$ cat src/rtl/value_interning_table_core_assert.svh
// Assertion macros used by the table core datapath.
`ifndef VALUE_INTERNING_TABLE_CORE_ASSERT_SVH
`define VALUE_INTERNING_TABLE_CORE_ASSERT_SVH
// same-cycle implication
`define VIT_ASSERT_NOW(label, clk, rst, a, c, msg) \
   label: assert property (@(posedge clk) disable iff (rst) (a) |-> (c)) else $error(msg);
// next-cycle implication
`define VIT_ASSERT_NEXT(label, clk, rst, a, c, msg) \
   label: assert property (@(posedge clk) disable iff (rst) (a) |=> (c)) else $error(msg);
`endif

$ cat src/rtl/vit_pkg.sv
// Shared codes and controller/datapath interface types for the interning table.
package vit_pkg;
   localparam logic [1:0] CMD_ADD      = 2'd0;
   localparam logic [1:0] CMD_FIND_VAL = 2'd1;
   localparam logic [1:0] CMD_FIND_ID  = 2'd2;
   localparam logic [1:0] CMD_CLEAR    = 2'd3;

   localparam logic [1:0] ST_NEW   = 2'd0;
   localparam logic [1:0] ST_FOUND = 2'd1;
   localparam logic [1:0] ST_MISS  = 2'd2;
   localparam logic [1:0] ST_FULL  = 2'd3;

   typedef enum logic [1:0] {
      RS_ZERO,
      RS_HIT,
      RS_NEW,
      RS_BYID
   } rsp_sel_type;

   typedef struct packed {
      logic        load;     // latch request beat, init search bounds
      logic        srch_rd;  // read sorted entry at mid
      logic        srch_upd; // narrow bounds from read data
      logic        chk_rd;   // read sorted entry at lower bound
      logic        sh_init;  // shift pointer to entry count
      logic        sh_rd;    // read sorted entry j-1
      logic        sh_wr;    // write read data to entry j, step down
      logic        ins;      // place new entry, bump count
      logic        id_rd;    // read value by id
      logic        clr;      // empty the table
      logic        rsp;      // emit result beat
      logic [1:0]  rsp_status;
      rsp_sel_type rsp_sel;
   } ctrl_cmd_type;

   typedef struct packed {
      logic srch_done;
      logic hit;
      logic full;
      logic id_ok;
      logic sh_done;
   } dp_status_type;
endpackage

$ cat src/rtl/vit_ctrl.sv
// Command sequencer: search, shift-insert and lookup control.
module vit_ctrl import vit_pkg::*; (
   input  logic          clock,
   input  logic          reset,
   input  logic          start,
   input  logic [1:0]    req_cmd,
   input  dp_status_type stat,
   output ctrl_cmd_type  cmd,
   output logic          busy
);
   typedef enum logic [2:0] {
      IDLE, SRCH, SCMP, CHK, SHIFT, SHWR, INSERT, IDWAIT
   } state_type;

   state_type  state_ff, state_in;
   logic [1:0] op_ff, op_in;

   always_comb begin
      state_in       = state_ff;
      op_in          = op_ff;
      cmd            = '0;
      cmd.rsp_sel    = RS_ZERO;
      cmd.rsp_status = ST_NEW;
      unique case (state_ff)
         IDLE: begin
            if (start) begin
               cmd.load = 1'b1;
               op_in    = req_cmd;
               unique case (req_cmd)
                  CMD_ADD, CMD_FIND_VAL: state_in = SRCH;
                  CMD_FIND_ID:           state_in = IDWAIT;
                  default: begin
                     cmd.clr = 1'b1;
                     cmd.rsp = 1'b1;
                  end
               endcase
            end
         end
         SRCH: begin
            if (stat.srch_done) begin
               cmd.chk_rd = 1'b1;
               state_in   = CHK;
            end else begin
               cmd.srch_rd = 1'b1;
               state_in    = SCMP;
            end
         end
         SCMP: begin
            cmd.srch_upd = 1'b1;
            state_in     = SRCH;
         end
         CHK: begin
            priority if (stat.hit) begin
               cmd.rsp = 1'b1; cmd.rsp_status = ST_FOUND; cmd.rsp_sel = RS_HIT;
               state_in = IDLE;
            end else if (op_ff == CMD_FIND_VAL) begin
               cmd.rsp = 1'b1; cmd.rsp_status = ST_MISS;
               state_in = IDLE;
            end else if (stat.full) begin
               cmd.rsp = 1'b1; cmd.rsp_status = ST_FULL;
               state_in = IDLE;
            end else begin
               cmd.sh_init = 1'b1;
               state_in    = SHIFT;
            end
         end
         SHIFT: begin
            if (stat.sh_done) begin
               state_in = INSERT;
            end else begin
               cmd.sh_rd = 1'b1;
               state_in  = SHWR;
            end
         end
         SHWR: begin
            cmd.sh_wr = 1'b1;
            state_in  = SHIFT;
         end
         INSERT: begin
            cmd.ins = 1'b1; cmd.rsp = 1'b1;
            cmd.rsp_status = ST_NEW; cmd.rsp_sel = RS_NEW;
            state_in = IDLE;
         end
         IDWAIT: begin
            cmd.rsp = 1'b1;
            if (stat.id_ok) begin
               cmd.rsp_status = ST_FOUND; cmd.rsp_sel = RS_BYID;
            end else begin
               cmd.rsp_status = ST_MISS;
            end
            state_in = IDLE;
         end
         default: state_in = IDLE;
      endcase
      if (state_ff == IDLE && start && req_cmd == CMD_FIND_ID) begin
         cmd.id_rd = 1'b1;
      end
   end

   always_ff @(posedge clock) begin
      if (reset) begin
         state_ff <= IDLE;
         op_ff    <= CMD_ADD;
      end else begin
         state_ff <= state_in;
         op_ff    <= op_in;
      end
   end

   assign busy = (state_ff != IDLE);
endmodule

$ cat config.mk
export PLATFORM = sky130hd
export DESIGN_NAME = vit_ctrl
export DESIGN_NICKNAME = d
export VERILOG_FILES = /design/src/rtl/value_interning_table_core_assert.svh /design/src/rtl/vit_pkg.sv /design/src/rtl/vit_ctrl.sv
export SDC_FILE = /design/constraint.sdc
export NUM_CORES = 1
export LEC_CHECK = 0
export BUFFER_PORTS_ARGS = -buffer_cell sky130_fd_sc_hd__buf_2
export CAP_MARGIN = 20
export CORE_UTILIZATION = 25
export CTS_BUF_LIST = sky130_fd_sc_hd__clkbuf_8
export DETAILED_ROUTE_END_ITERATION = 6
export PLACE_DENSITY = 0.5
export SETUP_SLACK_MARGIN = 0.15
export SLEW_MARGIN = 0
export SYNTH_ARGS = -nofsm -noshare
export SYNTH_HDL_FRONTEND = slang
export SYNTH_SLANG_ARGS = --single-unit
$ cat constraint.sdc
create_clock -name clock -period 2.9 [get_ports clock]
set_input_delay 0.435 -clock clock [delete_from_list [all_inputs] [get_ports clock]]
set_output_delay 0.435 -clock clock [all_outputs]
set_load 0.005 [all_outputs]
==> After elaboration in Yosys (flattened, before gate mapping) <==
Cells that the tools add are included.
{ "op_classes": {"addsub": 0, "multipliers": 0, "div": 0, "n_lt_le_gt_ge": 0, "n_eq_ne": 12, "n_shift": 0, "mux": 35, "n_bitwise": 0, "n_reduce_logical": 10} }
{ "ops": {"columns": ["operator", "count"], "rows": [
  ["$mux 3", 7],
  ["$pmux 3 s7", 1],
  ["$mux 1", 19],
  ["$eq 3x3->1 const B", 4],
  ["$pmux 4 s3", 1],
  ["$mux 2", 5],
  ["$eq 3x2->1 const B", 2],
  ["$pmux 3 s2", 1],
  ["$eq 2x1->1 const B", 2],
  ["$reduce_and 2->1", 2],
  ["$reduce_or 2->1", 2],
  ["$eq 3x1->1 const B", 1],
  ["$logic_not 3->1", 1],
  ["$ne 3x1->1 const B", 1],
  ["$pmux 1 s3", 1],
  ["$reduce_bool 3->1", 1],
  ["$reduce_or 3->1", 1],
  ["$eq 2x2->1 const B", 1],
  ["$logic_and 1x1->1", 2],
  ["$logic_not 2->1", 1],
  ["$ne 2x2->1 const B", 1]
]} }
{ "word_totals": {"ff_bits": 5, "latch_bits": 0, "ramBits": 0, "mem_bits_ro": 0, "in_bits": 10, "output_inout_bits": 16, "mem_count": 0} }

==> Depth between registers and ports, before layout <==
{ "logic_depth": {"word_depth": 5, "ltp_mapped": 4} }

==> Least setup slack after synthesis <==
OpenSTA, ideal clock, no wires.
{ "synth_path": {"path_kind": "in2out", "start": "in start", "end": "out cmd[4] (netlist name)", "arrival_ns": 1.083, "required_ns": 2.465, "slack_ns": 1.382, "stages": 3, "cell_sequence": "nor4b_4 -> and3_1 -> a211o_1"} }
{ "synth_rtl": {"columns": ["item", "line", "text"], "rows": [
  ["from (decl)", "vit_ctrl.sv:5", "input logic start,"],
  ["to (decl)", "vit_ctrl.sv:8", "output ctrl_cmd_type cmd,"]
]} }

==> run metrics <==
vias per cell 4.86; post-synthesis cell area 415 um2; average footprint of a synthesized cell about 7.6 um2; maxcap violations 0; DR pass1 iterations 4; Reg power frac 0.326; Clock Latency Late Sink 0.22 ns; cts-stage hold buffer count 0; largest net degree at the start of global routing 14; Hold Violations, Final 0; Netlist cell types 27; critical path class reg -> out; Switching Fraction 0.306; count of input and output buffers 25; CORE AREA 0.00152 mm2; routed vias 471; power density cells around 530 mW/mm2; Comb pwr share 0.288; Placed Cells 93; CTS Buf Count 3; crit start category flip-flop; Post-Layout Inst Area about 590 um2; CP Capture Type output pin; post-synthesis instance total 55; Final Slew Violations 0; CTS Sinks 5; Die H about 43 um; Initial DRC Count 14; Die Wd 42.8 um; final critical-path required period about 2.0 ns; Total Routing Usage GR 0.115; Yosys top cell by area dfxtp_1; FP Rows 14; Slowest Stage Delay on Critical Path 0.60 ns; Fin Clk Skew 0.00173 ns; initial antenna violation count 0; Final Net Count 92; worst-margin pin slew roughly 0.47 ns; top sig layer met3; ANT cells 0; synthesized flop and latch total 5; Clock Pin Slew Worst Setup and Hold Paths 0.03 ns; Ports 26; final worst setup slack 0.919 ns; largest cells by area after synthesis dfxtp_1 24%, nor2_1 8.1%, mux2i_1 7.2%; total nets after synthesis between 60 and 70; status finished, final reports clean; # resized after CTS 0; Slew HR 0.687; Initial Utilization 0.273; WL met1 502 um; global route overflow 0; P_int roughly 0.22 mW; worst vdd ir 0.315 mV; pre-CTS WS 1.15 ns; CTS tree built; Tcrit/Tclk final 0.683; Final HPWL DP between 800 and 900 um; Max Root-Sink Buffers 2; Crit-path slowest cell dfxtp_1; RSZ-0062 raised after global routing no; drt drc 0; Clock power frac 0.386; Buf+Inv Stages, Crit Path 1; H-tree levels 1; critical path data arrival time about 1.6 ns; Hold WS 0.423 ns; Ys Warns 0; cell breakdown of the critical path nor4b_4 -> and3_1 -> a211o_1 -> buf_2; Hold Crit Class in -> reg; Crit Path Max Fanout 13; Root Driver clkbuf_8; placed cell area 543 um2; first-pass GRT wire length around 1600 um; final core utilization 0.386; DRT Wirelength between 1000 and 1500 um; Layout Cells excl Fill 97; met3 wire len roughly 71 um; GP Congestion 0.784; layout cells sized above 1 0.358; die area 0.00183 mm2; Psw 0.0958 mW; fillers 170; area growth from synthesis to layout 41.6%; setup violators final 0; Post-CTS Setup Inserts 0; Total Power 0.313 mW; TNS Setup 0 ns; met2 routed WL 466 um; WP data required 2.47 ns; top cell family by delay on the critical path flip-flops; Fmax 505 MHz; Leak 0.341 nW; sequential area share after synthesis 0.241; vias in the first global route slightly below 400; DRT antenna net count 0; top-area cell type share of the netlist area 0.241; Routed WL per cell ~11 um
## routing by layer
layer	GRT usage	vias to the layer above
met3	0.0255	0
met1	0.152	213
met2	0.176	14
met5	0	-
li1	-	244
met4	0.0563	0
## cells in the final DEF (no fill, tap or decap), drive strengths merged, types with 2 or more instances in the layout
cell type,instances
dfxtp,5
and3,2
and2,3
clkbuf,3
nor2,9
a211o,2
inv,6
a21oi,4
nand2,3
mux2i,3
buf,25
nor4b,2
## flip-flops by register name (all words and copies together), names as in the netlist
name	cells
state_ff	3
op_ff	2
## worst paths after layout
| check | from | to | slack, ns | cells after the start |
|---|---|---|---|---|
| worst max register to register | state_ff[0]$_SDFFE_PP0P_ | op_ff[0]$_SDFFE_PP0P_ | 1.62 | 3 |
| worst max-delay path | state_ff[2]$_SDFFE_PP0P_ | cmd[4] | 0.92 | 4 |
| worst min-delay path | reset | op_ff[1]$_SDFFE_PP0P_ | 0.42 | 2 |
| worst min register to register | op_ff[1]$_SDFFE_PP0P_ | op_ff[1]$_SDFFE_PP0P_ | 0.50 | 2 |
## cells in the mapped netlist, drive strengths merged
master,n
nand2b,1
o21ai,1
nor3b,1
nor2b,1
nor2,9
a41o,1
a311oi,1
a21oi,4
dfxtp,5
a211o,2
and2b,1
a21boi,1
a31oi,1
and2,3
nand4,1
mux2i,3
o21bai,1
or3,1
inv,5
and3,2
buf,3
nor4bb,1
a211oi,1
nand2,3
nor4b,2
## power groups by stage
| stage | Sequential, mW | Combinational [mW] | Clock [mW] |
|---|---|---|---|
| 6_report | 0.102 | 0.0902 | 0.121 |
| 5_1_grt | 0.104 | 0.102 | 0.128 |
| 4_1_cts | 0.102 | 0.0910 | 0.125 |
| 3_5_place_dp | 0.103 | 0.0902 | 0 |
| 3_3_place_gp | 0.103 | 0.0915 | 0 |
| 2_1_floorplan | 0.0872 | 0.0728 | 0 |
## logic make-up (layout without fill, tap and decap cells)
| logic type | after synthesis | after routing | share of synthesized area |
|---|---|---|---|
| AO/OA/AOI/OAI | 13 | 13 | 0.217 |
| buffers and inverters | 8 | 34 | 0.0874 |
| AND/OR/NAND/NOR | 26 | 26 | 0.383 |
| flip-flops | 5 | 5 | 0.241 |
| multiplexers | 3 | 3 | 0.0723 |
## final cells by class
| class | count | area, um2 | share of cell area |
|---|---|---|---|
| clock buffer | 3 | 41.3 | 0.0702 |
| inverter | 5 | 18.8 | 0.0319 |
| timing repair buffer | 25 | 125 | 0.213 |
| sequential | 5 | 100 | 0.170 |
| tap | 16 | 20.0 | 0.0340 |
| multi-input combinational | 42 | 279 | 0.474 |
| clock inverter | 1 | 3.75 | 0.00638 |
(Power assumes the default switching activity.)
